[src/homogeneous_kernel_feature_map_unit_macros.svh]
// assertion macros shared by the feature map rtl
// no dependencies; included by the modules that carry checks
`ifndef HOMOGENEOUS_KERNEL_FEATURE_MAP_UNIT_MACROS_SVH
`define HOMOGENEOUS_KERNEL_FEATURE_MAP_UNIT_MACROS_SVH
`ifndef NO_ASSERTIONS
// same-cycle implication
`define HKFM_ASSERT_IMPLIES(label, clk, rst, ante, cons) \
   label: assert property (@(posedge clk) disable iff (rst) (ante) |-> (cons)) \
      else $error("hkfm: same-cycle check failed");
// next-cycle implication
`define HKFM_ASSERT_NEXT(label, clk, rst, ante, cons) \
   label: assert property (@(posedge clk) disable iff (rst) (ante) |=> (cons)) \
      else $error("hkfm: next-cycle check failed");
`else
`define HKFM_ASSERT_IMPLIES(label, clk, rst, ante, cons)
`define HKFM_ASSERT_NEXT(label, clk, rst, ante, cons)
`endif
`endif

[src/hkfm_pkg.sv]
// constants, codes and stage record types of the feature map unit
// no dependencies; imported by every module of the block
package hkfm_pkg;

   localparam int ORDER_MAX   = 3;
   localparam int MIN_EXP     = -20;
   localparam int MAX_EXP     = 8;
   localparam int FRAC_BITS   = 52;
   localparam int WEIGHT_BITS = 16;
   localparam int EXP_BIAS    = 1023;
   localparam int NSUB_BASE   = 8;

   localparam int VALUE_W = 64;
   localparam int EXP_W   = 11;
   localparam int WORD_W  = 32;
   localparam int ORD_W   = 2;
   localparam int IDX_W   = 3;

   localparam int ELEM_MAX    = 2 * ORDER_MAX + 1;
   localparam int NSUB_MAX    = NSUB_BASE * (ORDER_MAX + 1);
   localparam int EXP_SPAN    = MAX_EXP - MIN_EXP + 1;
   localparam int TABLE_DEPTH = ELEM_MAX * NSUB_MAX * EXP_SPAN;
   localparam int TBL_AW      = $clog2(TABLE_DEPTH);
   localparam int ROW_W       = $clog2(NSUB_MAX * EXP_SPAN);
   localparam int OFF_W       = $clog2(EXP_SPAN);
   localparam int NSUB_W      = $clog2(NSUB_MAX + 1);
   localparam int PROD_W      = FRAC_BITS + NSUB_W;
   localparam int EXP_LO      = EXP_BIAS + MIN_EXP;
   localparam int EXP_HI      = EXP_BIAS + MAX_EXP;

   typedef enum logic {
      KIND_MAP   = 1'b0,
      KIND_WRITE = 1'b1
   } kind_type;

   typedef logic signed [WORD_W-1:0] word_type;

   // one request after row and weight are known
   typedef struct packed {
      kind_type                 kind;
      logic                     neg;
      logic                     zero;
      logic [ROW_W-1:0]         row;
      logic [WEIGHT_BITS-1:0]   weight;
      logic [IDX_W-1:0]         last_idx;
      logic [TBL_AW-1:0]        wr_addr;
      word_type                 wr_word;
   } row_item_type;

   // one feature element with its two table samples
   typedef struct packed {
      word_type                 f1;
      word_type                 f2;
      logic [WEIGHT_BITS-1:0]   weight;
      logic                     neg;
      logic                     zero;
      logic [IDX_W-1:0]         idx;
      logic                     last;
   } elem_item_type;

endpackage

[src/hkfm_interp.sv]
// interpolation datapath: difference, weighting, sum, sign and saturation
// depends on hkfm_pkg; four register stages with valid and ready
module hkfm_interp (
   input  logic                       clock,
   input  logic                       reset,
   input  logic                       in_valid,
   output logic                       in_ready,
   input  hkfm_pkg::elem_item_type    in_item,
   output logic                       out_valid,
   input  logic                       out_ready,
   output hkfm_pkg::word_type         out_feature,
   output logic [hkfm_pkg::IDX_W-1:0] out_idx,
   output logic                       out_last
);
   import hkfm_pkg::*;

   localparam int DIFF_W = WORD_W + 1;
   localparam int MUL_W  = DIFF_W + WEIGHT_BITS + 1;
   localparam int Q_W    = MUL_W - WEIGHT_BITS;

   // difference stage
   logic                     d_ready, d_valid_ff;
   logic signed [DIFF_W-1:0] d_diff_ff, d_diff_in;
   word_type                 d_f1_ff;
   logic [WEIGHT_BITS-1:0]   d_weight_ff;
   logic                     d_neg_ff, d_zero_ff, d_last_ff;
   logic [IDX_W-1:0]         d_idx_ff;

   // product stage
   logic                     p_ready, p_valid_ff;
   logic signed [MUL_W-1:0]  p_prod;
   logic signed [Q_W-1:0]    p_q_ff;
   word_type                 p_f1_ff;
   logic                     p_neg_ff, p_zero_ff, p_last_ff;
   logic [IDX_W-1:0]         p_idx_ff;

   // sum stage
   logic                     s_ready, s_valid_ff;
   logic signed [Q_W-1:0]    s_sum;
   word_type                 s_val_ff;
   logic                     s_neg_ff, s_zero_ff, s_last_ff;
   logic [IDX_W-1:0]         s_idx_ff;

   // output register
   logic                     o_ready, o_valid_ff;
   word_type                 o_feature_ff, o_feature_in;
   logic [IDX_W-1:0]         o_idx_ff;
   logic                     o_last_ff;

   assign o_ready  = !o_valid_ff || out_ready;
   assign s_ready  = !s_valid_ff || o_ready;
   assign p_ready  = !p_valid_ff || s_ready;
   assign d_ready  = !d_valid_ff || p_ready;
   assign in_ready = d_ready;

   assign d_diff_in = DIFF_W'(in_item.f2) - DIFF_W'(in_item.f1);

   always_ff @(posedge clock) begin
      if (reset) begin
         d_valid_ff <= 1'b0;
      end else if (d_ready) begin
         d_valid_ff <= in_valid;
      end
   end

   always_ff @(posedge clock) begin
      if (d_ready && in_valid) begin
         d_diff_ff   <= d_diff_in;
         d_f1_ff     <= in_item.f1;
         d_weight_ff <= in_item.weight;
         d_neg_ff    <= in_item.neg;
         d_zero_ff   <= in_item.zero;
         d_idx_ff    <= in_item.idx;
         d_last_ff   <= in_item.last;
      end
   end

   // weight is an unsigned fraction; arithmetic shift gives the floor
   assign p_prod = d_diff_ff * $signed({1'b0, d_weight_ff});

   always_ff @(posedge clock) begin
      if (reset) begin
         p_valid_ff <= 1'b0;
      end else if (p_ready) begin
         p_valid_ff <= d_valid_ff;
      end
   end

   always_ff @(posedge clock) begin
      if (p_ready && d_valid_ff) begin
         p_q_ff    <= p_prod[MUL_W-1:WEIGHT_BITS];
         p_f1_ff   <= d_f1_ff;
         p_neg_ff  <= d_neg_ff;
         p_zero_ff <= d_zero_ff;
         p_idx_ff  <= d_idx_ff;
         p_last_ff <= d_last_ff;
      end
   end

   // the sum lies between the two samples, so 32 bits hold it
   assign s_sum = Q_W'(p_f1_ff) + p_q_ff;

   always_ff @(posedge clock) begin
      if (reset) begin
         s_valid_ff <= 1'b0;
      end else if (s_ready) begin
         s_valid_ff <= p_valid_ff;
      end
   end

   always_ff @(posedge clock) begin
      if (s_ready && p_valid_ff) begin
         s_val_ff  <= s_sum[WORD_W-1:0];
         s_neg_ff  <= p_neg_ff;
         s_zero_ff <= p_zero_ff;
         s_idx_ff  <= p_idx_ff;
         s_last_ff <= p_last_ff;
      end
   end

   // zero flag and sign, with the most negative word saturating to the largest positive one
   always_comb begin
      if (s_zero_ff) begin
         o_feature_in = '0;
      end else if (!s_neg_ff) begin
         o_feature_in = s_val_ff;
      end else if (s_val_ff == {1'b1, {(WORD_W-1){1'b0}}}) begin
         o_feature_in = {1'b0, {(WORD_W-1){1'b1}}};
      end else begin
         o_feature_in = -s_val_ff;
      end
   end

   always_ff @(posedge clock) begin
      if (reset) begin
         o_valid_ff <= 1'b0;
      end else if (o_ready) begin
         o_valid_ff <= s_valid_ff;
      end
   end

   always_ff @(posedge clock) begin
      if (o_ready && s_valid_ff) begin
         o_feature_ff <= o_feature_in;
         o_idx_ff     <= s_idx_ff;
         o_last_ff    <= s_last_ff;
      end
   end

   assign out_valid   = o_valid_ff;
   assign out_feature = o_feature_ff;
   assign out_idx     = o_idx_ff;
   assign out_last    = o_last_ff;

endmodule

[config.mk]
export PLATFORM = sky130hd
export DESIGN_NAME = hkfm_interp
export DESIGN_NICKNAME = d
export VERILOG_FILES = /design/src/homogeneous_kernel_feature_map_unit_macros.svh /design/src/hkfm_pkg.sv /design/src/hkfm_interp.sv
export SDC_FILE = /design/constraint.sdc
export NUM_CORES = 2
export LEC_CHECK = 0
export BUFFER_PORTS_ARGS = -buffer_cell sky130_fd_sc_hd__buf_2
export CAP_MARGIN = 20
export CORE_MARGIN = 2
export CORE_UTILIZATION = 53
export DETAILED_ROUTE_END_ITERATION = 10
export GPL_TIMING_DRIVEN = 0
export MAX_ROUTING_LAYER = met4
export PLACE_DENSITY = 0.75
export SLEW_MARGIN = 10
export SYNTH_ARGS = -nofsm -noshare
export SYNTH_HDL_FRONTEND = slang
export SYNTH_SLANG_ARGS = --single-unit
[constraint.sdc]
create_clock -name clock -period 17.1 [get_ports clock]
set_input_delay 3.42 -clock clock [delete_from_list [all_inputs] [get_ports clock]]
set_output_delay 3.42 -clock clock [all_outputs]
set_load 0.01 [all_outputs]
==> results.cfg <==
[cts]
hold_buffers = 0
cts-root-buf = clkbuf_16
post_cts_buffers = 0
cts_tree = done
clock_latency_ps = 580
cts.path.max_buffers = 3
cts_made_buffers = 27
htreeDepth = 1
clkTransAtPathRegs_ps = 60
ctsResizeCount = 0
clkSinkCount = 235

[layout]
final_cell_mix = inv_1, fa_1, nand2_1
design_area_sq_um = 31200
final_common_cell = inv_1
final_nets = 3732
synthToLayoutAreaGrowth_pct = 9.23
fill_cells = 4479
drive_gt1_frac = 0.0684

[synth]
synth_edf_count = 231
dominantRegCellSynth = edfxtp_1
ys_seq_area_frac = 0.246
synth.area.top_cells = fa_1, edfxtp_1, inv_1, ha_1, and2_1
syn_inst = 2812
synth_nets = 3569
syn_avg_cell_area_sq_um = 10.2
yosys_warnings = 0
netlist_area_sq_um = 28500
synth_area_leader_cell = fa_1
post_synth_num_cell_types = 65
ys_ff_latch = 235
async_flop_share = 0
synth_top_cell_area_share = 0.344

[worst_setup_path]
worstPathRequired_ps = 17400
crit_top_cell = fa_1
cp-start-kind = flip-flop
critPathKind = reg2reg
startpoint = d_weight_ff[9]
r2r-start = d_weight_ff[9]
worstSetupEndpointType = flip-flop
cp_slowest_cell = o21ai_0
r2r_slack_ps = 8650
critical_path.cell_chain = clkbuf_1, nand2_1, fa_1, inv_1, fa_1, inv_1, fa_1, inv_1, fa_1, fa_1, inv_1, fa_1, inv_1, ha_1, o2111ai_1, nor2_1, a22oi_1, o21ai_0, a21oi_1, o21ai_0, nor2_1, nor4_1, a211oi_1, xnor2_1
crit_arrival_ps = 8750
path_buf_inv = 6
slowest_delay_ps = 740
cp_top_family = adder cells
cp_max_fo = 10

[sta]
setup_tns_ps = 0
fin_skew_ps = 18.5
rsz0062_at_grt = no
max_freq_mhz = 118
slew_headroom = 0.305
finalHoldViolCount = 0
post-route-min-period_ps = 8450
setup_viol = 0
worstMarginPinSlew_ps = 1040
fin_crit_sh = 0.494
slew_violations = 0

[route]
dr.first_iter.drc_count = 1435
drtAntennaViolNets = 0
vias_per_cell = 5.47
wire_per_inst_um = 20.2
route.detailed.drc = 0
via_count = 20196
drt-pass1-iter-count = 5
routed_wirelength_um = 74500

[place]
dpl.hpwl_um = 60500
place_congestion = 0.987
portBuffers = 127
placed_area_sq_um = 30200

[global_routing]
overflow = 0
grt_max_degree = 35
antenna_found_initial = 2
grt_pass1_wl_um = 119000
track_usage = 0.286
first_global_vias = 22157

[floorplanning]
die_x_um = 236
initial_core_util = 0.534
die_y_um = 236
rows = 85
core_area_sq_um = 53500
ioPinCount = 128
dieArea_sq_um = 55700

[status]
status = complete, no violations

[hold_path]
hold_class = reg2reg
hp-start = p_idx_ff[2]

[job]
max_cap_viol_count = 0
-- per-layer routing --
layer,vias to the layer above,part of all wire,wire [um],GRT usage
li1,9022,-,-,-
met1,10189,0.39,29200,0.354
met2,785,0.49,36400,0.477
met3,200,0.071,5300,0.0400
met4,0,0.048,3550,0.111
met5,-,0,0,-
-- path summary, 6_finish.rpt --
kind | cells after the start | to
min | 0 | s_idx_ff[2]
max reg2reg | 24 | p_q_ff[31]
max | 24 | p_q_ff[31]
min reg2reg | 0 | s_idx_ff[2]
-- stage by stage --
stage	util	hold slack, ps	instances	worst slack, ps
after floorplan	-	400	2812	8600
after global placement	0.562	402	3635	5880
after detailed placement	0.565	405	3642	8860
after CTS	0.583	420	3692	8840
after global routing	0.583	428	3692	8300
final	0.583	418	3694	8650
-- registers in the layout (all words and copies together), names as in the netlist, 3 cells and up --
register and cells:
p_f1_ff 32, d_weight_ff 16, out_feature 32, d_diff_ff 33
s_val_ff 32, out_idx 3, s_idx_ff 3, p_idx_ff 3
p_q_ff 32, d_f1_ff 32, d_idx_ff 3
-- cell families after synthesis --
group / count (synthesis) / synth area share
buffers and inverters: 731 / 0.0967
AO/OA/AOI/OAI: 289 / 0.0649
XOR/XNOR: 121 / 0.0371
multiplexers: 2 / 0.000745
AND/OR/NAND/NOR: 767 / 0.133
adder cells (fa/ha/maj): 667 / 0.421
flip-flops: 235 / 0.246
-- final cells by class --
| class | instances | area [sq um] | share of cell area |
|---|---|---|---|
| multi-input cells | 1846 | 18800 | 0.603 |
| clock inverters | 21 | 255 | 0.00818 |
| flip-flops and latches | 235 | 7020 | 0.225 |
| clock buffers | 29 | 683 | 0.0219 |
| inverters | 638 | 2390 | 0.0768 |
| diodes | 2 | 5.00 | 0.000160 |
| plain buffers | 93 | 365 | 0.0117 |
| repair buffers | 134 | 783 | 0.0251 |
| well taps | 696 | 871 | 0.0279 |
-- synth_stat cells (all sizes together), types with 6 or more instances --
library cell  number
and3              13
nand3             13
o211ai             8
clkbuf            90
xnor2             75
o21a              19
nand2            350
o21ai             46
ha               176
nand2b            20
and2             234
nor2              59
nor2b             19
nand4             10
inv              638
nor3              23
a21oi             99
a21o              42
or4                6
xor2              46
a211oi             9
fa               491
a31oi             11
edfxtp           231
o31ai              8
a21boi             6
Power is left out: the tool's default activity adds up to more than one toggle a clock period on the data nets, which glitch-free logic cannot reach.
