$ cat src/homogeneous_kernel_feature_map_unit_macros.svh
// assertion macros shared by the feature map rtl
// no dependencies; included by the modules that carry checks
`ifndef HOMOGENEOUS_KERNEL_FEATURE_MAP_UNIT_MACROS_SVH
`define HOMOGENEOUS_KERNEL_FEATURE_MAP_UNIT_MACROS_SVH
`ifndef NO_ASSERTIONS
// same-cycle implication
`define HKFM_ASSERT_IMPLIES(label, clk, rst, ante, cons) \
   label: assert property (@(posedge clk) disable iff (rst) (ante) |-> (cons)) \
      else $error("hkfm: same-cycle check failed");
// next-cycle implication
`define HKFM_ASSERT_NEXT(label, clk, rst, ante, cons) \
   label: assert property (@(posedge clk) disable iff (rst) (ante) |=> (cons)) \
      else $error("hkfm: next-cycle check failed");
`else
`define HKFM_ASSERT_IMPLIES(label, clk, rst, ante, cons)
`define HKFM_ASSERT_NEXT(label, clk, rst, ante, cons)
`endif
`endif

$ cat src/hkfm_pkg.sv
// constants, codes and stage record types of the feature map unit
// no dependencies; imported by every module of the block
package hkfm_pkg;

   localparam int ORDER_MAX   = 3;
   localparam int MIN_EXP     = -20;
   localparam int MAX_EXP     = 8;
   localparam int FRAC_BITS   = 52;
   localparam int WEIGHT_BITS = 16;
   localparam int EXP_BIAS    = 1023;
   localparam int NSUB_BASE   = 8;

   localparam int VALUE_W = 64;
   localparam int EXP_W   = 11;
   localparam int WORD_W  = 32;
   localparam int ORD_W   = 2;
   localparam int IDX_W   = 3;

   localparam int ELEM_MAX    = 2 * ORDER_MAX + 1;
   localparam int NSUB_MAX    = NSUB_BASE * (ORDER_MAX + 1);
   localparam int EXP_SPAN    = MAX_EXP - MIN_EXP + 1;
   localparam int TABLE_DEPTH = ELEM_MAX * NSUB_MAX * EXP_SPAN;
   localparam int TBL_AW      = $clog2(TABLE_DEPTH);
   localparam int ROW_W       = $clog2(NSUB_MAX * EXP_SPAN);
   localparam int OFF_W       = $clog2(EXP_SPAN);
   localparam int NSUB_W      = $clog2(NSUB_MAX + 1);
   localparam int PROD_W      = FRAC_BITS + NSUB_W;
   localparam int EXP_LO      = EXP_BIAS + MIN_EXP;
   localparam int EXP_HI      = EXP_BIAS + MAX_EXP;

   typedef enum logic {
      KIND_MAP   = 1'b0,
      KIND_WRITE = 1'b1
   } kind_type;

   typedef logic signed [WORD_W-1:0] word_type;

   // one request after row and weight are known
   typedef struct packed {
      kind_type                 kind;
      logic                     neg;
      logic                     zero;
      logic [ROW_W-1:0]         row;
      logic [WEIGHT_BITS-1:0]   weight;
      logic [IDX_W-1:0]         last_idx;
      logic [TBL_AW-1:0]        wr_addr;
      word_type                 wr_word;
   } row_item_type;

   // one feature element with its two table samples
   typedef struct packed {
      word_type                 f1;
      word_type                 f2;
      logic [WEIGHT_BITS-1:0]   weight;
      logic                     neg;
      logic                     zero;
      logic [IDX_W-1:0]         idx;
      logic                     last;
   } elem_item_type;

endpackage

$ cat src/hkfm_front.sv
// front end: field split, window test, fraction scaling and row number
// depends on hkfm_pkg; three register stages with valid and ready
module hkfm_front (
   input  logic                          clock,
   input  logic                          reset,
   input  logic [hkfm_pkg::ORD_W-1:0]    order,
   input  logic                          in_valid,
   output logic                          in_ready,
   input  hkfm_pkg::kind_type            in_kind,
   input  logic [hkfm_pkg::VALUE_W-1:0]  in_value_bits,
   input  logic [hkfm_pkg::TBL_AW-1:0]   in_addr,
   input  hkfm_pkg::word_type            in_word,
   output logic                          out_valid,
   input  logic                          out_ready,
   output hkfm_pkg::row_item_type        out_item
);
   import hkfm_pkg::*;

   logic [EXP_W-1:0]  biased;
   logic [ORD_W-1:0]  ord_eff;

   // stage 1
   logic                  s1_ready;
   logic                  s1_valid_ff;
   kind_type              s1_kind_ff;
   logic                  s1_neg_ff, s1_neg_in;
   logic                  s1_zero_ff, s1_zero_in;
   logic [OFF_W-1:0]      s1_off_ff, s1_off_in;
   logic [FRAC_BITS-1:0]  s1_frac_ff, s1_frac_in;
   logic [NSUB_W-1:0]     s1_nsub_ff, s1_nsub_in;
   logic [IDX_W-1:0]      s1_last_ff, s1_last_in;
   logic [TBL_AW-1:0]     s1_addr_ff;
   word_type              s1_word_ff;

   // stage 2
   logic                    s2_ready;
   logic                    s2_valid_ff;
   logic [PROD_W-1:0]       prod;
   kind_type                s2_kind_ff;
   logic                    s2_neg_ff, s2_zero_ff;
   logic [NSUB_W-1:0]       s2_rowoff_ff, s2_rowoff_in;
   logic [WEIGHT_BITS-1:0]  s2_weight_ff, s2_weight_in;
   logic [ROW_W-1:0]        s2_base_ff, s2_base_in;
   logic [IDX_W-1:0]        s2_last_ff;
   logic [TBL_AW-1:0]       s2_addr_ff;
   word_type                s2_word_ff;

   // stage 3
   logic          s3_ready;
   logic          s3_valid_ff;
   row_item_type  s3_item_ff, s3_item_in;

   assign s3_ready = !s3_valid_ff || out_ready;
   assign s2_ready = !s2_valid_ff || s3_ready;
   assign s1_ready = !s1_valid_ff || s2_ready;
   assign in_ready = s1_ready;

   // stage 1 decode
   assign biased = in_value_bits[VALUE_W-2 -: EXP_W];

   always_comb begin
      if (order == '0) begin
         ord_eff = ORD_W'(1);
      end else if (int'(order) > ORDER_MAX) begin
         ord_eff = ORD_W'(ORDER_MAX);
      end else begin
         ord_eff = order;
      end
      s1_neg_in  = in_value_bits[VALUE_W-1];
      s1_zero_in = (in_value_bits[VALUE_W-2:0] == '0) ||
                   (biased <= EXP_W'(EXP_LO)) || (biased >= EXP_W'(EXP_HI));
      // a zeroed value keeps its row small so its dummy reads stay inside the table
      s1_off_in  = s1_zero_in ? '0 : OFF_W'(biased - EXP_W'(EXP_LO));
      s1_frac_in = in_value_bits[FRAC_BITS-1:0];
      s1_nsub_in = NSUB_W'(NSUB_BASE * (int'(ord_eff) + 1));
      s1_last_in = IDX_W'(2 * int'(ord_eff));
   end

   always_ff @(posedge clock) begin
      if (reset) begin
         s1_valid_ff <= 1'b0;
      end else if (s1_ready) begin
         s1_valid_ff <= in_valid;
      end
   end

   always_ff @(posedge clock) begin
      if (s1_ready && in_valid) begin
         s1_kind_ff <= in_kind;
         s1_neg_ff  <= s1_neg_in;
         s1_zero_ff <= s1_zero_in;
         s1_off_ff  <= s1_off_in;
         s1_frac_ff <= s1_frac_in;
         s1_nsub_ff <= s1_nsub_in;
         s1_last_ff <= s1_last_in;
         s1_addr_ff <= in_addr;
         s1_word_ff <= in_word;
      end
   end

   // stage 2: fraction times subdivisions, exponent offset times subdivisions
   assign prod         = s1_frac_ff * s1_nsub_ff;
   assign s2_rowoff_in = prod[PROD_W-1:FRAC_BITS];
   assign s2_weight_in = prod[FRAC_BITS-1 -: WEIGHT_BITS];
   assign s2_base_in   = ROW_W'(ROW_W'(s1_off_ff) * ROW_W'(s1_nsub_ff));

   always_ff @(posedge clock) begin
      if (reset) begin
         s2_valid_ff <= 1'b0;
      end else if (s2_ready) begin
         s2_valid_ff <= s1_valid_ff;
      end
   end

   always_ff @(posedge clock) begin
      if (s2_ready && s1_valid_ff) begin
         s2_kind_ff   <= s1_kind_ff;
         s2_neg_ff    <= s1_neg_ff;
         s2_zero_ff   <= s1_zero_ff;
         s2_rowoff_ff <= s2_rowoff_in;
         s2_weight_ff <= s2_weight_in;
         s2_base_ff   <= s2_base_in;
         s2_last_ff   <= s1_last_ff;
         s2_addr_ff   <= s1_addr_ff;
         s2_word_ff   <= s1_word_ff;
      end
   end

   // stage 3: final row number
   always_comb begin
      s3_item_in.kind     = s2_kind_ff;
      s3_item_in.neg      = s2_neg_ff;
      s3_item_in.zero     = s2_zero_ff;
      s3_item_in.row      = s2_base_ff + ROW_W'(s2_rowoff_ff);
      s3_item_in.weight   = s2_weight_ff;
      s3_item_in.last_idx = s2_last_ff;
      s3_item_in.wr_addr  = s2_addr_ff;
      s3_item_in.wr_word  = s2_word_ff;
   end

   always_ff @(posedge clock) begin
      if (reset) begin
         s3_valid_ff <= 1'b0;
      end else if (s3_ready) begin
         s3_valid_ff <= s2_valid_ff;
      end
   end

   always_ff @(posedge clock) begin
      if (s3_ready && s2_valid_ff) begin
         s3_item_ff <= s3_item_in;
      end
   end

   assign out_valid = s3_valid_ff;
   assign out_item  = s3_item_ff;

endmodule

$ cat config.mk
export PLATFORM = sky130hd
export DESIGN_NAME = hkfm_front
export DESIGN_NICKNAME = d
export VERILOG_FILES = /design/src/homogeneous_kernel_feature_map_unit_macros.svh /design/src/hkfm_pkg.sv /design/src/hkfm_front.sv
export SDC_FILE = /design/constraint.sdc
export NUM_CORES = 1
export LEC_CHECK = 0
export BUFFER_PORTS_ARGS = -buffer_cell sky130_fd_sc_hd__buf_2
export CAP_MARGIN = 20
export CORE_ASPECT_RATIO = 1.5
export CORE_UTILIZATION = 40
export DETAILED_ROUTE_END_ITERATION = 10
export HOLD_SLACK_MARGIN = 0.06
export SYNTH_ARGS = -nofsm -noshare
export SYNTH_HDL_FRONTEND = slang
export SYNTH_SLANG_ARGS = --single-unit
export TNS_END_PERCENT = 50
$ cat constraint.sdc
create_clock -name clock -period 9.8 [get_ports clock]
set_input_delay 0 -clock clock [delete_from_list [all_inputs] [get_ports clock]]
set_output_delay 0 -clock clock [all_outputs]
set_load 0.005 [all_outputs]
==> results of run 1 <==
[synth_stat cells, types with 2 or more instances]
master | instances | share of area
sky130_fd_sc_hd__a21boi_0 | 3 | 0.0017
sky130_fd_sc_hd__o22ai_1 | 3 | 0.0014
sky130_fd_sc_hd__and3_1 | 6 | 0.0028
sky130_fd_sc_hd__and4_1 | 3 | 0.0020
sky130_fd_sc_hd__a21oi_1 | 54 | 0.020
sky130_fd_sc_hd__nor3_1 | 8 | 0.0030
sky130_fd_sc_hd__a211o_1 | 3 | 0.0020
sky130_fd_sc_hd__ha_1 | 63 | 0.059
sky130_fd_sc_hd__nor4_1 | 3 | 0.0014
sky130_fd_sc_hd__a31oi_1 | 9 | 0.0042
sky130_fd_sc_hd__o21ai_0 | 20 | 0.0075
sky130_fd_sc_hd__nand2_1 | 177 | 0.050
sky130_fd_sc_hd__o2111ai_1 | 2 | 0.0013
sky130_fd_sc_hd__xnor2_1 | 22 | 0.014
sky130_fd_sc_hd__a211oi_2 | 4 | 0.0038
sky130_fd_sc_hd__and2_1 | 37 | 0.017
sky130_fd_sc_hd__o21bai_1 | 7 | 0.0039
sky130_fd_sc_hd__clkbuf_1 | 28 | 0.0079
sky130_fd_sc_hd__fa_1 | 55 | 0.083
sky130_fd_sc_hd__a21o_1 | 36 | 0.020
sky130_fd_sc_hd__o211ai_2 | 2 | 0.0019
sky130_fd_sc_hd__nand4_1 | 15 | 0.0071
sky130_fd_sc_hd__nand2b_1 | 3 | 0.0014
sky130_fd_sc_hd__edfxtp_1 | 265 | 0.60
sky130_fd_sc_hd__inv_1 | 112 | 0.032
sky130_fd_sc_hd__o21ai_2 | 2 | 0.0013
sky130_fd_sc_hd__o211ai_1 | 9 | 0.0051
sky130_fd_sc_hd__nand3_1 | 7 | 0.0026
sky130_fd_sc_hd__o21ai_1 | 3 | 0.0011
sky130_fd_sc_hd__nor2_1 | 37 | 0.010
sky130_fd_sc_hd__xor2_1 | 9 | 0.0059
sky130_fd_sc_hd__o21a_1 | 3 | 0.0017
sky130_fd_sc_hd__a211oi_1 | 3 | 0.0017
sky130_fd_sc_hd__nor2b_1 | 8 | 0.0038
sky130_fd_sc_hd__dfxtp_1 | 3 | 0.0045
[what timing repair did]
item / 4_1_cts / 5_1_grt
setup buffers: 0 / 0
hold endpoints to repair: 113 / 0
endpoints found under the setup margin: 0 / 0
hold buffers: 114 / 0
[metal layers]
layer,up-vias,wire length (um),track usage
li1,4290,-,-
met1,4020,10090,0.1733
met2,206,13410,0.2857
met3,46,1333,0.02389
met4,0,838,0.06065
met5,-,0,0
[logic make-up after synthesis]
family                   synth area share
AO/OA/AOI/OAI                     0.08923
buffers and inverters             0.04005
adder cells (fa/ha/maj)            0.1420
AND/OR/NAND/NOR                    0.1056
XOR/XNOR                          0.02040
other                           0.0002818
flip-flops                         0.6025
[sequential cells by signal, indices dropped and copies added, names as in the netlist, 2 cells and up]
name and cells:
s1_addr_ff 13, s2_rowoff_ff 6, s1_off_ff 5, s2_word_ff 32
out_item 76, s2_addr_ff 13, s2_base_ff 7, s2_last_ff 2
s2_weight_ff 16, s1_nsub_ff 3, s1_word_ff 32, s1_last_ff 2
s1_frac_ff 52
[through the flow]
step | instance area (um2) | hold WS (ps) | power (mW)
after global routing | 16810 | 138.4 | 3.185
after detailed placement | 14770 | 178.1 | 1.988
after global placement | 14770 | 177.0 | 1.980
final | 16810 | 116.4 | 3.016
after CTS | 16790 | 69.04 | 3.057
after floorplan | 13310 | 69.07 | 1.836
[cells in the final DEF (no fill, tap or decap), types with 4 or more instances in the layout]
master                          count
sky130_fd_sc_hd__a211oi_2           4
sky130_fd_sc_hd__a21o_1            36
sky130_fd_sc_hd__a21oi_1           54
sky130_fd_sc_hd__a31oi_1            8
sky130_fd_sc_hd__and2_1            37
sky130_fd_sc_hd__and3_1             6
sky130_fd_sc_hd__buf_2            193
sky130_fd_sc_hd__buf_4              7
sky130_fd_sc_hd__bufinv_16          4
sky130_fd_sc_hd__clkbuf_16         26
sky130_fd_sc_hd__clkinv_4           4
sky130_fd_sc_hd__clkinvlp_4         4
sky130_fd_sc_hd__dlygate4sd3_1    114
sky130_fd_sc_hd__edfxtp_1         265
sky130_fd_sc_hd__fa_1              55
sky130_fd_sc_hd__ha_1              63
sky130_fd_sc_hd__inv_1            112
sky130_fd_sc_hd__nand2_1          177
sky130_fd_sc_hd__nand3_1            7
sky130_fd_sc_hd__nand4_1           15
sky130_fd_sc_hd__nor2_1            37
sky130_fd_sc_hd__nor2b_1            7
sky130_fd_sc_hd__nor3_1             8
sky130_fd_sc_hd__o211ai_1           9
sky130_fd_sc_hd__o21ai_0           20
sky130_fd_sc_hd__o21bai_1           7
sky130_fd_sc_hd__xnor2_1           22
sky130_fd_sc_hd__xor2_1             9
[critical path, delay by kind of cell (launching register included)]
| family | cells | cell delay [ps] |
|---|---|---|
| compound gates | 8 | 1750 |
| flops | 1 | 910 |
| fa+ha+maj | 2 | 900 |
| buf+inv | 2 | 470 |
| xor+xnor | 1 | 150 |
| simple gates | 1 | 130 |
[path summary, 6_finish.rpt]
path                                         from               end
worst min register to register     s1_word_ff[26]    s2_word_ff[26]
worst min-delay path            in_value_bits[60]        s1_zero_ff
worst max register to register      s1_nsub_ff[5]  s2_weight_ff[15]
worst max-delay path                s1_nsub_ff[5]  s2_weight_ff[15]
[area by class of cell]
| cell class | count | area share |
|---|---|---|
| timing repair buffer | 315 | 0.1296 |
| sequential | 268 | 0.4769 |
| clock inverter | 18 | 0.01354 |
| multi-input combinational | 636 | 0.2849 |
| clock buffer | 28 | 0.03914 |
| tap | 415 | 0.03088 |
| inverter | 112 | 0.02500 |
[power by group]
part / switching, mW / internal, mW / leakage, nW
registers: 0.0322 / 1.36 / 2.54
logic: 0.346 / 0.255 / 4.21
clock network: 0.422 / 0.596 / 0.419
total: 0.800 / 2.22 / 7.17
==> results_tabular.tex, run 1 <==
\begin{tabular}{lr}
\hline
Metric & Value \\
\hline
\multicolumn{2}{l}{\textbf{Routing}} \\
Count of nets left with antenna violations after detail routing & 0 \\
Total number of vias & 8562 \\
DR DRC count & 0 \\
Routed len/inst & 14.33 um \\
First-pass iteration count of the detailed router & 4 \\
Total length of routed wires & approximately 26 mm \\
Violation count after the first detailed-routing iteration & 324 \\
Drt via density & roughly 4.8 \\
\multicolumn{2}{l}{\textbf{Worst setup path}} \\
CP dominant cell by count & sky130\_fd\_sc\_hd\_\_a21o\_1 \\
Worst-path maximum fanout & 29 \\
Cell chain of the critical path & buf\_4 > nand2\_1 > fa\_1 > inv\_1 > ha\_1 > a21o\_1 > a21o\_1 > a221o\_1 > a21o\_1 > a211oi\_2 > o21ai\_2 > a211oi\_4 > o31ai\_1 > xor2\_1 \\
Worst setup slack for register-to-register paths & 5180 ps \\
Master of the slowest instance on the critical path & sky130\_fd\_sc\_hd\_\_edfxtp\_1 \\
Maximum single-stage delay on the critical path & 910 ps \\
Kind of critical path & reg2reg \\
Arrival @ worst endpoint & roughly 4900 ps \\
Depth of the worst register-to-register path & 14 \\
Data required time of the critical path & 10080 ps \\
Type of element capturing the critical path & register \\
Startpoint type of the worst setup path & register \\
\multicolumn{2}{l}{\textbf{Placement}} \\
Last weighted congestion value of the routability-driven placer & 0.8358 \\
Dpl hpwl & 18.80 mm \\
\# placed instances & between 1500 and 2000 \\
Pre-CTS worst setup slack & 5170 ps \\
\# port buffers & 193 \\
\multicolumn{2}{l}{\textbf{Global route}} \\
Via count of the first global-routing pass & between 8000 and 9000 \\
Total routing usage reported by global routing & 0.1540 \\
Maximum number of pins on one net before global-route repair & 64 \\
Initial antenna violation count & 0 \\
Global-route wire length before repair & 41.38 mm \\
Final global-route overflow total & 0 \\
\multicolumn{2}{l}{\textbf{Floorplanning}} \\
IO Pins & around 200 \\
Height of the die & 225.4 um \\
Area of the die & 34020 um2 \\
Overall die width & 150.9 um \\
Row count & 81 \\
Core region area & 32630 um2 \\
Starting density of the core & 0.4078 \\
\multicolumn{2}{l}{\textbf{Final layout}} \\
Number of filler cells placed in the layout & between 2000 and 3000 \\
Area used by multi-input combinational logic & 4791 um2 \\
Sequential cell area & approximately 8000 um2 \\
Util after Layout & 0.5152 \\
Proportion of layout cells with a drive suffix above 1 & 0.1895 \\
Number of nets in the finished design & about 1600 \\
Signed area change from the synthesized netlist to the final layout & 26.34\% \\
Finished Layout Cells & approximately 1800 \\
Number of antenna repair diodes & 0 \\
\multicolumn{2}{l}{\textbf{Timing}} \\
Setup Viol. Count Final & 0 \\
Period utilisation layout & 0.4716 \\
Setup repair after global routing missed its margin & no \\
Final critical-path required period & 4622 ps \\
Final hold viol count & 0 \\
Worst max-slew margin expressed relative to the limit & 0.3656 \\
Final slew viol count & 0 \\
Sum Neg Setup Slack & 0 ps \\
Max frequency & 0.2164 GHz \\
Layout Skew & 12.62 ps \\
Minimum setup slack in the final design & 5178 ps \\
Transition time of the tightest slew-check pin & 949.5 ps \\
\multicolumn{2}{l}{\textbf{CTS}} \\
Num Clock Sinks & 268 \\
H-tree Lvls & 1 \\
Clock slew at reported path FFs & 70 ps \\
Number of clock buffers inserted by TritonCTS & 26 \\
Post-cts gate resize count & 0 \\
Worst-skew pair later-pin latency & between 500 and 600 ps \\
Root buffer cell & sky130\_fd\_sc\_hd\_\_clkbuf\_16 \\
Clock tree from TritonCTS & done \\
Number of buffers on the longest clock path & 3 \\
\multicolumn{2}{l}{\textbf{Logic synthesis}} \\
Most used flip-flop cell after synthesis & sky130\_fd\_sc\_hd\_\_edfxtp\_1 \\
Warnings, synthesis & 0 \\
Sequential share of the synthesized area & 0.6025 \\
Fraction of synthesis flops using an asynchronous set or reset pin & 0 \\
Count of flip-flops with a built-in enable after synthesis & approximately 270 \\
Post-Synthesis Net Count & 1279 \\
Post-synthesis instance area & 13310 um2 \\
Register bit total from synthesis & 268 \\
Mean instance size in the synthesized netlist & 12.73 um2 \\
Syn Inst Count & 1045 \\
Synth cell types & between 50 and 60 \\
\multicolumn{2}{l}{\textbf{Status}} \\
Result of the run & finished clean \\
\multicolumn{2}{l}{\textbf{Power}} \\
IR drop worst, VDD & 0.1367 mV \\
Total power divided by cell area & between 150 and 200 nW/um2 \\
LEAKAGE & 7.169 nW \\
\multicolumn{2}{l}{\textbf{Worst hold path}} \\
Instance count along the most critical hold path & 4 \\
Min-Delay Path Class & in2reg \\
\multicolumn{2}{l}{\textbf{Job}} \\
Max-capacitance violation count & 0 \\
\hline
\end{tabular}
(Power assumes the default switching activity.)
==> run 2: changes to the inputs <==
Clock period 9.8 ns to 3.7 ns, I/O delays scaled along.
==> run 2 against run 1 <==
  * Cell count rose by 2.5%
  * First-iteration DRC count rose by 2.5%
  * Clock skew fell by 2.0 ps
  * Register-to-register slack got worse by 5100 ps
  * Clock power rose to 2.5 times the previous value
==> results_tabular.tex, run 2 (synthesized netlist as in run 1, its figures left out) <==
\begin{tabular}{lr}
\hline
Metric & Value \\
\hline
\multicolumn{2}{l}{\textbf{Global route}} \\
Global-route wire length before repair & around 43 mm \\
Via count of the first global-routing pass & 9124 \\
Final global-route overflow total & 0 \\
Maximum number of pins on one net before global-route repair & 57 \\
Total routing usage reported by global routing & 0.1599 \\
Initial antenna violation count & 0 \\
\multicolumn{2}{l}{\textbf{Worst setup path}} \\
Kind of critical path & reg2reg \\
Beginning of the worst register-to-register path & s1\_nsub\_ff[5] \\
Depth of the worst register-to-register path & 15 \\
Worst-path maximum fanout & 6 \\
Worst setup endpoint & s2\_weight\_ff[15] \\
Cell chain of the critical path & buf\_6 > clkbuf\_16 > nand2\_1 > fa\_1 > inv\_1 > ha\_4 > a21o\_1 > a21o\_1 > a221o\_1 > a21o\_1 > a211oi\_2 > o21ai\_2 > a211oi\_4 > o31ai\_2 > xor2\_1 \\
Data required time of the critical path & roughly 4000 ps \\
Start point of the critical path & s1\_nsub\_ff[5] \\
Startpoint type of the worst setup path & register \\
Type of element capturing the critical path & register \\
Worst setup slack for register-to-register paths & 80 ps \\
Maximum single-stage delay on the critical path & 540 ps \\
Arrival @ worst endpoint & 3900 ps \\
Worst reg2reg path endpoint & s2\_weight\_ff[15] \\
CP dominant cell by count & sky130\_fd\_sc\_hd\_\_a21o\_1 \\
Master of the slowest instance on the critical path & sky130\_fd\_sc\_hd\_\_fa\_1 \\
\multicolumn{2}{l}{\textbf{Final layout}} \\
Number of antenna repair diodes & 0 \\
Highest-count cells in the layout ignoring fill and taps & sky130\_fd\_sc\_hd\_\_edfxtp\_1, sky130\_fd\_sc\_hd\_\_buf\_2, sky130\_fd\_sc\_hd\_\_nand2\_1, sky130\_fd\_sc\_hd\_\_dlygate4sd3\_1, sky130\_fd\_sc\_hd\_\_inv\_1 \\
Max FFs per register & 76 \\
Sequential cell area & $\sim$8000 um2 \\
Area used by multi-input combinational logic & slightly above 5000 um2 \\
Leading cell type in the layout, fill and taps excluded & sky130\_fd\_sc\_hd\_\_edfxtp\_1 \\
Signed area change from the synthesized netlist to the final layout & 32.28\% \\
Number of nets in the finished design & 1636 \\
Proportion of layout cells with a drive suffix above 1 & 0.2482 \\
Final cell area excluding filler cells & 17600 um2 \\
Number of filler cells placed in the layout & between 2000 and 3000 \\
\multicolumn{2}{l}{\textbf{Timing}} \\
Transition time of the tightest slew-check pin & 768.4 ps \\
Minimum setup slack in the final design & 83.80 ps \\
Max frequency & roughly 0.28 GHz \\
Final slew viol count & 0 \\
Worst max-slew margin expressed relative to the limit & 0.4867 \\
Final critical-path required period & 3616 ps \\
Setup Viol. Count Final & 0 \\
Final hold viol count & 0 \\
Period utilisation layout & 0.9774 \\
Setup repair after global routing missed its margin & yes \\
Layout Skew & between 10 and 15 ps \\
Sum Neg Setup Slack & 0 ps \\
\multicolumn{2}{l}{\textbf{CTS}} \\
Clock tree from TritonCTS & done \\
Num Clock Sinks & between 200 and 300 \\
Number of buffers on the longest clock path & 3 \\
Clock slew at reported path FFs & 70 ps \\
Worst-skew pair later-pin latency & 550 ps \\
Root buffer cell & sky130\_fd\_sc\_hd\_\_clkbuf\_16 \\
Number of clock buffers inserted by TritonCTS & 26 \\
H-tree Lvls & 1 \\
\multicolumn{2}{l}{\textbf{Floorplanning}} \\
Overall die width & 150.9 um \\
Area of the die & 34020 um2 \\
Starting density of the core & 0.4078 \\
Height of the die & 225.4 um \\
Core region area & 32630 um2 \\
Row count & 81 \\
IO Pins & around 200 \\
\multicolumn{2}{l}{\textbf{Placement}} \\
Dpl hpwl & slightly below 20 mm \\
Pre-CTS worst setup slack & -162.7 ps \\
Post-DP Area & 15050 um2 \\
\# port buffers & 193 \\
Last weighted congestion value of the routability-driven placer & 0.8970 \\
\multicolumn{2}{l}{\textbf{Routing}} \\
DR DRC count & 0 \\
Total length of routed wires & 28.09 mm \\
Drt via density & 4.874 \\
Total number of vias & 8953 \\
First-pass iteration count of the detailed router & 4 \\
Violation count after the first detailed-routing iteration & 332 \\
Routed len/inst & $\sim$15 um \\
Count of nets left with antenna violations after detail routing & 0 \\
\multicolumn{2}{l}{\textbf{Power}} \\
IR drop worst, VDD & $\sim$0.35 mV \\
LEAKAGE & between 7 and 8 nW \\
Total power draw & 8.199 mW \\
Total power divided by cell area & 465.8 nW/um2 \\
\multicolumn{2}{l}{\textbf{Worst hold path}} \\
Min-Delay Path Class & in2reg \\
Hold Startpoint & in\_value\_bits[60] \\
\multicolumn{2}{l}{\textbf{Status}} \\
Result of the run & finished clean \\
\multicolumn{2}{l}{\textbf{Job}} \\
Max-capacitance violation count & 0 \\
\hline
\end{tabular}
## run 2: changes by cell type in the layout (fill, tap and decap cells not counted), moves of 4 or more
cell / before / now
sky130_fd_sc_hd__and3_1: 6 / 2
sky130_fd_sc_hd__buf_4: 7 / 35
sky130_fd_sc_hd__a21oi_1: 54 / 46
sky130_fd_sc_hd__and3_4: 0 / 4
sky130_fd_sc_hd__clkbuf_16: 26 / 30
sky130_fd_sc_hd__clkinv_2: 2 / 6
sky130_fd_sc_hd__ha_4: 0 / 15
sky130_fd_sc_hd__a21oi_2: 0 / 8
sky130_fd_sc_hd__buf_6: 0 / 7
sky130_fd_sc_hd__ha_1: 63 / 46
## run 2: report_power, final
| group | internal, mW | switching (mW) |
|---|---|---|
| logic | 0.879 | 1.05 |
| registers | 3.61 | 0.0833 |
| clock network | 1.44 | 1.13 |
| total | 5.93 | 2.26 |
## run 2: worst min path at each step
| stage | end | cells after the start | slack (ps) |
|---|---|---|---|
| 2_1_floorplan | s1_valid_ff | 1 | 70 |
| 3_5_place_dp | s1_frac_ff[14] | 1 | 180 |
| 6_report | s1_zero_ff | 4 | 120 |
| 4_1_cts | s1_zero_ff | 4 | 60 |
| 3_3_place_gp | s1_addr_ff[0] | 1 | 180 |
| 5_1_grt | s1_zero_ff | 4 | 130 |
## run 2: timing repair
item	4_1_cts	5_1_grt
endpoints found under the setup margin	7	17
gates cloned	1	4
hold buffers	115	0
resized for setup	5	65
hold endpoints to repair	119	0
pin swaps	2	33
setup buffers	2	6
## run 2: layer usage
layer,wire length [um],GRT usage,share of wire,vias to the layer above
li1,-,-,-,4392
met1,11050,0.1745,0.39,4289
met2,14820,0.2982,0.53,216
met3,1312,0.02449,0.047,56
met4,901,0.07323,0.032,0
met5,0,0,0,-
## run 2: stage by stage
| stage | hold WS (ps) | std cells | utilization |
|---|---|---|---|
| 2_1_floorplan | 69.07 | 1045 | - |
| 3_3_place_gp | 176.9 | 1661 | 0.4605 |
| 3_5_place_dp | 178.1 | 1662 | 0.4612 |
| 4_1_cts | 61.22 | 1828 | 0.5240 |
| 5_1_grt | 132.3 | 1837 | 0.5394 |
| 6_report | 117.5 | 1837 | 0.5394 |
## run 2: worst max-delay path: cells and delay by family, from the launching register on
| kind | cells | cell delay [ps] |
|---|---|---|
| AO/OA/AOI/OAI | 8 | 1630 |
| XOR/XNOR | 1 | 140 |
| adder cells (fa/ha/maj) | 2 | 800 |
| buffers and inverters | 3 | 340 |
| flip-flops | 1 | 370 |
| AND/OR/NAND/NOR | 1 | 70 |
## run 2: cell type report
cell class              count  share of cell area
multi-input cells         636              0.2937
clock inverters            20             0.01016
repair buffers            358              0.1499
flip-flops and latches    268              0.4555
well taps                 415             0.02950
clock buffers              28             0.03739
inverters                 112             0.02388
